## src/design/fttu_pkg.sv

```systemverilog
// Shared types, codes and constants for the four-timer tick unit.
// No dependencies; the timer and top-level design files import this package.

package fttu_pkg;

    // Item codes
    localparam logic [1:0] OP_TICK  = 2'd0;
    localparam logic [1:0] OP_WRITE = 2'd1;
    localparam logic [1:0] OP_CLEAR = 2'd2;

    // Timer selects for a counter write
    localparam logic [1:0] SEL_TIMER0 = 2'd0;
    localparam logic [1:0] SEL_TIMER1 = 2'd1;
    localparam logic [1:0] SEL_TIMER2 = 2'd2;
    localparam logic [1:0] SEL_TIMER3 = 2'd3;

    // Configuration register indexes
    localparam int unsigned CFG_IDX_W = 3;
    localparam int unsigned CFG_DATA_W = 8;
    localparam logic [CFG_IDX_W-1:0] REG_T0_CTRL    = 3'd0;
    localparam logic [CFG_IDX_W-1:0] REG_T1_CTRL    = 3'd1;
    localparam logic [CFG_IDX_W-1:0] REG_T2_CTRL    = 3'd2;
    localparam logic [CFG_IDX_W-1:0] REG_T2_PERIOD  = 3'd3;
    localparam logic [CFG_IDX_W-1:0] REG_T3_CTRL    = 3'd4;

    // Register reset values
    localparam logic [7:0] T0_CTRL_RESET   = 8'hFF;
    localparam logic [7:0] T2_PERIOD_RESET = 8'hFF;

    // Prescaler ratio tables
    localparam logic [8:0] T0_RATIO [8] = '{9'd2, 9'd4, 9'd8, 9'd16,
                                            9'd32, 9'd64, 9'd128, 9'd256};
    localparam logic [3:0] T13_RATIO [4] = '{4'd1, 4'd2, 4'd4, 4'd8};
    localparam logic [4:0] T2_RATIO [4] = '{5'd1, 5'd4, 5'd16, 5'd16};

    typedef struct packed {
        logic [7:0] t0_ctrl;
        logic [7:0] t1_ctrl;
        logic [7:0] t2_ctrl;
        logic [7:0] t2_period;
        logic [7:0] t3_ctrl;
    } cfg_t;

    typedef struct packed {
        logic [1:0]  opcode;
        logic [1:0]  timer_select;
        logic [15:0] write_value;
        logic [3:0]  clear_mask;
    } item_t;

    typedef struct packed {
        logic [15:0] count0;
        logic [15:0] count1;
        logic [7:0]  count2;
        logic [15:0] count3;
        logic [3:0]  flags;
        logic [3:0]  irq_events;
    } result_t;

endpackage

```

## src/design/fttu_if.sv

```systemverilog
// Valid/ready channel interfaces for the four-timer tick unit.
// No dependencies; widths follow the fttu_pkg item and result fields.

interface fttu_item_if;
    logic        valid;
    logic        ready;
    logic [1:0]  opcode;
    logic [1:0]  timer_select;
    logic [15:0] write_value;
    logic [3:0]  clear_mask;

    modport source (output valid, opcode, timer_select, write_value, clear_mask,
                    input ready);
    modport sink   (input valid, opcode, timer_select, write_value, clear_mask,
                    output ready);
endinterface

interface fttu_result_if;
    logic        valid;
    logic        ready;
    logic [15:0] count0;
    logic [15:0] count1;
    logic [7:0]  count2;
    logic [15:0] count3;
    logic [3:0]  flags;
    logic [3:0]  irq_events;

    modport source (output valid, count0, count1, count2, count3, flags, irq_events,
                    input ready);
    modport sink   (input valid, count0, count1, count2, count3, flags, irq_events,
                    output ready);
endinterface

```

## src/design/fttu_timers.sv

```systemverilog
// Timer state (counters, prescalers, postscaler, flags) and its one-pass update.
// Depends on fttu_pkg for cfg_t, item_t, result_t, codes and ratio tables.

module fttu_timers import fttu_pkg::*;
(
    input  logic    clk,
    input  logic    rst_n,
    input  logic    step,
    input  item_t   item,
    input  cfg_t    cfg,
    output result_t res
);

    logic [15:0] cnt0_reg, cnt0_next;
    logic [15:0] cnt1_reg, cnt1_next;
    logic [7:0]  cnt2_reg, cnt2_next;
    logic [15:0] cnt3_reg, cnt3_next;
    logic [8:0]  pre0_reg, pre0_next;
    logic [3:0]  pre1_reg, pre1_next;
    logic [4:0]  pre2_reg, pre2_next;
    logic [3:0]  post2_reg, post2_next;
    logic [3:0]  pre3_reg, pre3_next;
    logic [3:0]  flags_reg, flags_next;
    logic [3:0]  events;

    logic [9:0]  pre0_inc;
    logic [9:0]  t0_ratio;
    logic [4:0]  pre1_inc;
    logic [4:0]  pre3_inc;
    logic [5:0]  pre2_inc;
    logic [8:0]  cnt2_inc;
    logic [4:0]  post2_inc;
    logic [4:0]  post2_ratio;

    // Increments and ratios
    always_comb
    begin
        pre0_inc    = {1'b0, pre0_reg} + 10'd1;
        t0_ratio    = cfg.t0_ctrl[3] ? 10'd1 : {1'b0, T0_RATIO[cfg.t0_ctrl[2:0]]};
        pre1_inc    = {1'b0, pre1_reg} + 5'd1;
        pre3_inc    = {1'b0, pre3_reg} + 5'd1;
        pre2_inc    = {1'b0, pre2_reg} + 6'd1;
        cnt2_inc    = {1'b0, cnt2_reg} + 9'd1;
        post2_inc   = {1'b0, post2_reg} + 5'd1;
        post2_ratio = {1'b0, cfg.t2_ctrl[6:3]} + 5'd1;
    end

    // Next state for one item
    always_comb
    begin
        cnt0_next  = cnt0_reg;
        cnt1_next  = cnt1_reg;
        cnt2_next  = cnt2_reg;
        cnt3_next  = cnt3_reg;
        pre0_next  = pre0_reg;
        pre1_next  = pre1_reg;
        pre2_next  = pre2_reg;
        post2_next = post2_reg;
        pre3_next  = pre3_reg;
        flags_next = flags_reg;
        events     = '0;

        case (item.opcode)
            OP_TICK:
            begin
                // Timer0: prescaler or bypass, 8- or 16-bit count
                if (cfg.t0_ctrl[7])
                begin
                    if (pre0_inc >= t0_ratio)
                    begin
                        pre0_next = '0;
                        if (cfg.t0_ctrl[6])
                        begin
                            cnt0_next = {cnt0_reg[15:8], cnt0_reg[7:0] + 8'd1};
                            events[0] = (cnt0_reg[7:0] == 8'hFF);
                        end
                        else
                        begin
                            cnt0_next = cnt0_reg + 16'd1;
                            events[0] = (cnt0_reg == 16'hFFFF);
                        end
                    end
                    else
                    begin
                        pre0_next = pre0_inc[8:0];
                    end
                end

                // Timer1
                if (cfg.t1_ctrl[0])
                begin
                    if (pre1_inc >= {1'b0, T13_RATIO[cfg.t1_ctrl[5:4]]})
                    begin
                        pre1_next = '0;
                        cnt1_next = cnt1_reg + 16'd1;
                        events[1] = (cnt1_reg == 16'hFFFF);
                    end
                    else
                    begin
                        pre1_next = pre1_inc[3:0];
                    end
                end

                // Timer2: period match clears and counts the postscaler
                if (cfg.t2_ctrl[2])
                begin
                    if (pre2_inc >= {1'b0, T2_RATIO[cfg.t2_ctrl[1:0]]})
                    begin
                        pre2_next = '0;
                        if (cnt2_inc <= {1'b0, cfg.t2_period})
                        begin
                            cnt2_next = cnt2_inc[7:0];
                        end
                        else
                        begin
                            cnt2_next = '0;
                            if (post2_inc >= post2_ratio)
                            begin
                                post2_next = '0;
                                events[2]  = 1'b1;
                            end
                            else
                            begin
                                post2_next = post2_inc[3:0];
                            end
                        end
                    end
                    else
                    begin
                        pre2_next = pre2_inc[4:0];
                    end
                end

                // Timer3
                if (cfg.t3_ctrl[0])
                begin
                    if (pre3_inc >= {1'b0, T13_RATIO[cfg.t3_ctrl[5:4]]})
                    begin
                        pre3_next = '0;
                        cnt3_next = cnt3_reg + 16'd1;
                        events[3] = (cnt3_reg == 16'hFFFF);
                    end
                    else
                    begin
                        pre3_next = pre3_inc[3:0];
                    end
                end

                flags_next = flags_reg | events;
            end
            OP_WRITE:
            begin
                case (item.timer_select)
                    SEL_TIMER0: cnt0_next = item.write_value;
                    SEL_TIMER1: cnt1_next = item.write_value;
                    SEL_TIMER2: cnt2_next = item.write_value[7:0];
                    default:    cnt3_next = item.write_value;
                endcase
            end
            OP_CLEAR:
            begin
                flags_next = flags_reg & ~item.clear_mask;
            end
            default:
            begin
                flags_next = flags_reg;
            end
        endcase
    end

    // Result fields are the state after this item
    always_comb
    begin
        res.count0     = cnt0_next;
        res.count1     = cnt1_next;
        res.count2     = cnt2_next;
        res.count3     = cnt3_next;
        res.flags      = flags_next;
        res.irq_events = events;
    end

    // Commit state when the item moves on
    always_ff @(posedge clk or negedge rst_n)
    begin
        if (!rst_n)
        begin
            cnt0_reg  <= '0;
            cnt1_reg  <= '0;
            cnt2_reg  <= '0;
            cnt3_reg  <= '0;
            pre0_reg  <= '0;
            pre1_reg  <= '0;
            pre2_reg  <= '0;
            post2_reg <= '0;
            pre3_reg  <= '0;
            flags_reg <= '0;
        end
        else if (step)
        begin
            cnt0_reg  <= cnt0_next;
            cnt1_reg  <= cnt1_next;
            cnt2_reg  <= cnt2_next;
            cnt3_reg  <= cnt3_next;
            pre0_reg  <= pre0_next;
            pre1_reg  <= pre1_next;
            pre2_reg  <= pre2_next;
            post2_reg <= post2_next;
            pre3_reg  <= pre3_next;
            flags_reg <= flags_next;
        end
    end

endmodule

```

## src/design/four_timer_tick_unit.sv

```systemverilog
// Top level of the four-timer tick unit: item register, result register, config registers.
// Depends on fttu_pkg, fttu_item_if/fttu_result_if and fttu_timers.
//
// Usage:
//   item   : valid/ready channel; each transfer is one tick (opcode tick), one counter
//            write (opcode write, timer_select, write_value) or one flag clear
//            (opcode clear, clear_mask). Any other opcode changes nothing.
//   result : valid/ready channel; exactly one transfer per item, in order, carrying all
//            four counters, the sticky flags and the flag events raised by that item.
//   cfg    : cfg_we/cfg_index/cfg_wdata write the five control registers; write them
//            only while no item is in flight.
// The item register takes an item at its transfer edge; the timer update then passes it into
// the result register at an edge where the result register is empty or being taken.
// Throughput is one item per clock while the receiver does not stall; the timer update
// reads the timer state and commits its next value as the item moves on, so consecutive
// items never wait on each other.
// Reset clears all counters, prescalers, the postscaler and the flags, loads the
// control registers with their reset values and empties both registers.
// When the receiver stalls, the result register holds, and the item register still
// takes one more item; after that ready drops until the result is taken.

module four_timer_tick_unit import fttu_pkg::*;
(
    input  logic                 clk,
    input  logic                 rst_n,
    fttu_item_if.sink            item,
    fttu_result_if.source        result,
    input  logic                 cfg_we,
    input  logic [CFG_IDX_W-1:0] cfg_index,
    input  logic [CFG_DATA_W-1:0] cfg_wdata
);

    cfg_t    cfg_reg;
    item_t   item_reg;
    logic    item_valid_reg;
    result_t result_reg;
    logic    result_valid_reg;
    result_t res_next;
    logic    advance;
    logic    take;

    // Pipeline control
    assign advance    = item_valid_reg && (!result_valid_reg || result.ready);
    assign item.ready = !item_valid_reg || advance;
    assign take       = item.valid && item.ready;

    // Configuration writes
    always_ff @(posedge clk or negedge rst_n)
    begin
        if (!rst_n)
        begin
            cfg_reg.t0_ctrl   <= T0_CTRL_RESET;
            cfg_reg.t1_ctrl   <= '0;
            cfg_reg.t2_ctrl   <= '0;
            cfg_reg.t2_period <= T2_PERIOD_RESET;
            cfg_reg.t3_ctrl   <= '0;
        end
        else if (cfg_we)
        begin
            case (cfg_index)
                REG_T0_CTRL:   cfg_reg.t0_ctrl   <= cfg_wdata;
                REG_T1_CTRL:   cfg_reg.t1_ctrl   <= cfg_wdata;
                REG_T2_CTRL:   cfg_reg.t2_ctrl   <= cfg_wdata;
                REG_T2_PERIOD: cfg_reg.t2_period <= cfg_wdata;
                REG_T3_CTRL:   cfg_reg.t3_ctrl   <= cfg_wdata;
                default:       cfg_reg           <= cfg_reg;
            endcase
        end
    end

    // Item register: hold valid
    always_ff @(posedge clk or negedge rst_n)
    begin
        if (!rst_n)
        begin
            item_valid_reg <= 1'b0;
        end
        else if (take)
        begin
            item_valid_reg <= 1'b1;
        end
        else if (advance)
        begin
            item_valid_reg <= 1'b0;
        end
    end

    // Item register: capture payload on transfer
    always_ff @(posedge clk)
    begin
        if (take)
        begin
            item_reg.opcode       <= item.opcode;
            item_reg.timer_select <= item.timer_select;
            item_reg.write_value  <= item.write_value;
            item_reg.clear_mask   <= item.clear_mask;
        end
    end

    fttu_timers u_timers
    (
        .clk   (clk),
        .rst_n (rst_n),
        .step  (advance),
        .item  (item_reg),
        .cfg   (cfg_reg),
        .res   (res_next)
    );

    // Result register: valid
    always_ff @(posedge clk or negedge rst_n)
    begin
        if (!rst_n)
        begin
            result_valid_reg <= 1'b0;
        end
        else if (advance)
        begin
            result_valid_reg <= 1'b1;
        end
        else if (result.ready)
        begin
            result_valid_reg <= 1'b0;
        end
    end

    // Result register: payload
    always_ff @(posedge clk)
    begin
        if (advance)
        begin
            result_reg <= res_next;
        end
    end

    assign result.valid      = result_valid_reg;
    assign result.count0     = result_reg.count0;
    assign result.count1     = result_reg.count1;
    assign result.count2     = result_reg.count2;
    assign result.count3     = result_reg.count3;
    assign result.flags      = result_reg.flags;
    assign result.irq_events = result_reg.irq_events;

    // A raised event always shows in the sticky flags of the same result
    assert property (@(posedge clk) disable iff (!rst_n)
        result_valid_reg |-> ((result_reg.irq_events & ~result_reg.flags) == 4'd0))
        else $error("irq event without matching flag");

    // Only a tick can raise events
    assert property (@(posedge clk) disable iff (!rst_n)
        (advance && item_reg.opcode != OP_TICK) |=> (result_reg.irq_events == 4'd0))
        else $error("irq event on a non-tick item");

    // A flag clear leaves no masked flag set
    assert property (@(posedge clk) disable iff (!rst_n)
        (advance && item_reg.opcode == OP_CLEAR)
        |=> ((result_reg.flags & $past(item_reg.clear_mask)) == 4'd0))
        else $error("flag clear left a masked flag set");

endmodule

```

## src/flat_wrapper.sv

```systemverilog
// flat-port wrapper written by rule: the top's interface ports become plain ports
module four_timer_tick_unit_flat import fttu_pkg::*;
  (clk, rst_n, cfg_we, cfg_index, cfg_wdata, item_valid, item_opcode, item_timer_select, item_write_value, item_clear_mask, item_ready, result_valid, result_count0, result_count1, result_count2, result_count3, result_flags, result_irq_events, result_ready);
  fttu_item_if item_i ();
  fttu_result_if result_i ();
  input  logic clk;
  input  logic rst_n;
  input  logic cfg_we;
  input  logic [CFG_IDX_W-1:0] cfg_index;
  input  logic [CFG_DATA_W-1:0] cfg_wdata;
  input wire logic [$bits(item_i.valid)-1:0] item_valid;
  input wire logic [$bits(item_i.opcode)-1:0] item_opcode;
  input wire logic [$bits(item_i.timer_select)-1:0] item_timer_select;
  input wire logic [$bits(item_i.write_value)-1:0] item_write_value;
  input wire logic [$bits(item_i.clear_mask)-1:0] item_clear_mask;
  output wire logic [$bits(item_i.ready)-1:0] item_ready;
  output wire logic [$bits(result_i.valid)-1:0] result_valid;
  output wire logic [$bits(result_i.count0)-1:0] result_count0;
  output wire logic [$bits(result_i.count1)-1:0] result_count1;
  output wire logic [$bits(result_i.count2)-1:0] result_count2;
  output wire logic [$bits(result_i.count3)-1:0] result_count3;
  output wire logic [$bits(result_i.flags)-1:0] result_flags;
  output wire logic [$bits(result_i.irq_events)-1:0] result_irq_events;
  input wire logic [$bits(result_i.ready)-1:0] result_ready;
  assign item_i.valid = item_valid;
  assign item_i.opcode = item_opcode;
  assign item_i.timer_select = item_timer_select;
  assign item_i.write_value = item_write_value;
  assign item_i.clear_mask = item_clear_mask;
  assign item_ready = item_i.ready;
  assign result_valid = result_i.valid;
  assign result_count0 = result_i.count0;
  assign result_count1 = result_i.count1;
  assign result_count2 = result_i.count2;
  assign result_count3 = result_i.count3;
  assign result_flags = result_i.flags;
  assign result_irq_events = result_i.irq_events;
  assign result_i.ready = result_ready;
  four_timer_tick_unit u_core (.clk(clk), .rst_n(rst_n), .item(item_i), .result(result_i), .cfg_we(cfg_we), .cfg_index(cfg_index), .cfg_wdata(cfg_wdata));
endmodule
```

## config.mk

```make
export PLATFORM = sky130hd
export DESIGN_NAME = four_timer_tick_unit_flat
export DESIGN_NICKNAME = d
export VERILOG_FILES = /design/src/design/fttu_pkg.sv /design/src/design/fttu_if.sv /design/src/design/fttu_timers.sv /design/src/design/four_timer_tick_unit.sv /design/src/flat_wrapper.sv
export SDC_FILE = /design/constraint.sdc
export NUM_CORES = 1
export LEC_CHECK = 0
export BUFFER_PORTS_ARGS = -buffer_cell sky130_fd_sc_hd__buf_2
export CAP_MARGIN = 20
export CORE_AREA = 2 2 146 148
export CTS_BUF_LIST = sky130_fd_sc_hd__clkbuf_4 sky130_fd_sc_hd__clkbuf_8 sky130_fd_sc_hd__clkbuf_16
export CTS_CLUSTER_SIZE = 40
export DETAILED_ROUTE_END_ITERATION = 8
export DIE_AREA = 0 0 148 150
export PLACE_DENSITY = 0.79
export SKIP_LAST_GASP = 1
export SLEW_MARGIN = 20
export SYNTH_ARGS = -nofsm -noshare
export SYNTH_HDL_FRONTEND = slang
export SYNTH_HIERARCHICAL = 1
export SYNTH_SLANG_ARGS = --single-unit
```

## constraint.sdc

```tcl
create_clock -name clk -period 7.85 [get_ports clk]
set_clock_uncertainty 0.2 [all_clocks]
set_input_delay 0.3925 -clock clk [delete_from_list [all_inputs] [get_ports clk]]
set_output_delay 0.3925 -clock clk [all_outputs]
set_load 0.005 [all_outputs]
```

==> results.cfg <==
[outcome]
status = finished, final reports clean

[global_routing]
grt_pass1_vias = 9319
grt_pass1_wl_um = 48800
grt_overflow = 0
grt_start_max_net_pins = 85
track_usage = 0.275
antenna_found_initial = 0

[worst_hold_path]
hold_path_depth = 2
min_from = cfg_wdata[0]
hold_path_class = in -> reg
hold_end = u_core/cfg_reg[24]

[sta]
hold_viol_final = 0
slew_headroom = 0.215
rsz0062_at_grt = false
setup_violations = 0
fmax_ghz = 0.252
fin_crit_sh = 0.506
finalWorstSetupSlack_ns = 3.88
drv_slew = 0
tns_ns = 0
tightest_slew_ns = 1.17
post-route-min-period_ns = 3.97

[critical_path]
endpoint_kind = flip-flop
r2r-start = u_core/u_timers/cnt2_reg[0]
crit_top_cell = ha_1
reg2reg_depth = 11
timing.rr.end = u_core/u_timers/post2_reg[2]
worst_path_largest_cell_delay_ns = 0.58
path_cells = ha_1 > nand3_1 > or3_1 > nand2_1 > ha_1 > and4_1 > a21boi_0 > o41a_1 > o2111ai_1 > o21bai_1 > a21o_1
critical_path_class = reg -> reg
required_ns = 8.09
startpoint_type = flip-flop
regToRegSetupSlack_ns = 3.88
critical_path.slowest_cell = o41a_1
worstPathArrival_ns = 4.22
cp_max_fo = 15

[yosys]
synth_area_sq_um = 11700
syn_inst = 1169
mappedNetlistNets = 1252
ys.warnings.count = 6
avgSynthCellArea_sq_um = 10.0

[clock_tree]
cts_buffers = 22
cts_root_buf = clkbuf_16
clock-sinks = 203
clk_latency_ns = 0.52
cts_tree = done
htree_levels = 1
clk_pin_slew_worst_paths_ns = 0.06
clk_path_buf_depth = 3
postCtsSetupRepairBufs = 0

[layout]
layout_common_cells = nand2_1 (119), buf_2 (104), dfrtp_1 (101)
drive_above_1_share = 0.171
syn_to_final_growth_pct = 15.4
final_common_cell = nand2_1
nNetsFinal = 1351
largest_reg_flops = 27
n_antenna_cell = 0

[pwr]
powerDensity_nw_per_um2 = 285
p_leak_nw = 5.55
irDropWorstVdd_mv = 0.167

[floorplanning]
initial_utilization = 0.565
ios = 106
dieArea_sq_um = 22200
core_area_sq_um = 20700
fp.dieH_um = 150
die_x_um = 148
rows = 53

[place]
place_ws_ns = 3.94
gp_congestion = 0.938
hpwlAfterDp_um = 20500
portBuffers = 105

[run]
drv_cap = 0

[detailed_routing]
detailroute.via_count = 10100
drtAntennaViolNets = 0
wirelength_um = 31100
post_drt_wl_per_cell_um = 20.0
drtIter0Drc = 1117
vias_per_cell = 6.47
first_pass_iters = 6
drc_errors = 0
## timing repair
item,4_1_cts,5_1_grt
endpoints found under the hold margin,89,0
gates resized for setup,0,0
hold buffers,35,0
## worst max-delay path by stage
stage / from / endpoint / slack [ns] / depth (start not counted)
after floorplan: result_ready / u_core/u_timers/pre0_reg[5] / 4.03 / 10
after global placement: u_core/u_timers/cnt2_reg[0] / u_core/u_timers/post2_reg[2] / 4.06 / 11
after detailed placement: u_core/u_timers/cnt2_reg[0] / u_core/u_timers/post2_reg[2] / 3.94 / 11
after CTS: u_core/u_timers/cnt2_reg[0] / u_core/u_timers/post2_reg[2] / 3.92 / 11
after global routing: u_core/u_timers/cnt2_reg[0] / u_core/u_timers/post2_reg[0] / 3.63 / 11
final: u_core/u_timers/cnt2_reg[0] / u_core/u_timers/post2_reg[2] / 3.88 / 11
## area by class of cell
class                           instances  area (sq um)
Sequential cell                       203          5540
Tap cell                              275           344
Clock inverter                          9           134
Multi-Input combinational cell        862          5770
Timing Repair Buffer                  149           946
Fill cell                            1641          7190
Clock buffer                           31           654
Inverter                               30           113
## critical path, delay by kind of cell, from the launching register on
| kind | cells | cell delay, ns |
|---|---|---|
| simple gates | 4 | 1.05 |
| flops | 1 | 0.50 |
| fa+ha+maj | 2 | 0.57 |
| compound gates | 5 | 1.58 |
## per-layer routing
| layer | track usage | vias to the layer above | share of wire | routed length [um] |
|---|---|---|---|---|
| li1 | - | 4669 | - | - |
| met5 | 0 | - | 0 | 0 |
| met4 | 0.0933 | 0 | 0.029 | 913 |
| met1 | 0.381 | 4899 | 0.43 | 13200 |
| met3 | 0.0530 | 63 | 0.086 | 2680 |
| met2 | 0.437 | 455 | 0.46 | 14300 |
## power breakdown
part	total [mW]	leakage, nW	switching, mW	internal (mW)
logic	1.12	2.92	0.657	0.466
registers	1.61	2.23	0.261	1.35
clock network	1.11	0.395	0.426	0.683
## stage by stage
stage / hold slack (ns) / area, sq um / std cells / utilization / total power, mW
6_report: 0.0437 / 13500 / 1559 / 0.653 / 3.84
5_1_grt: 0.0363 / 13500 / 1559 / 0.653 / 4.05
4_1_cts: 0.0248 / 13500 / 1559 / 0.652 / 3.83
3_5_place_dp: 0.241 / 12400 / 1484 / 0.597 / 2.70
3_3_place_gp: 0.235 / 12400 / 1484 / 0.597 / 2.67
2_1_floorplan: -0.103 / 11700 / 1169 / - / 2.35
No activity file was read; power rests on OpenSTA's default activity.
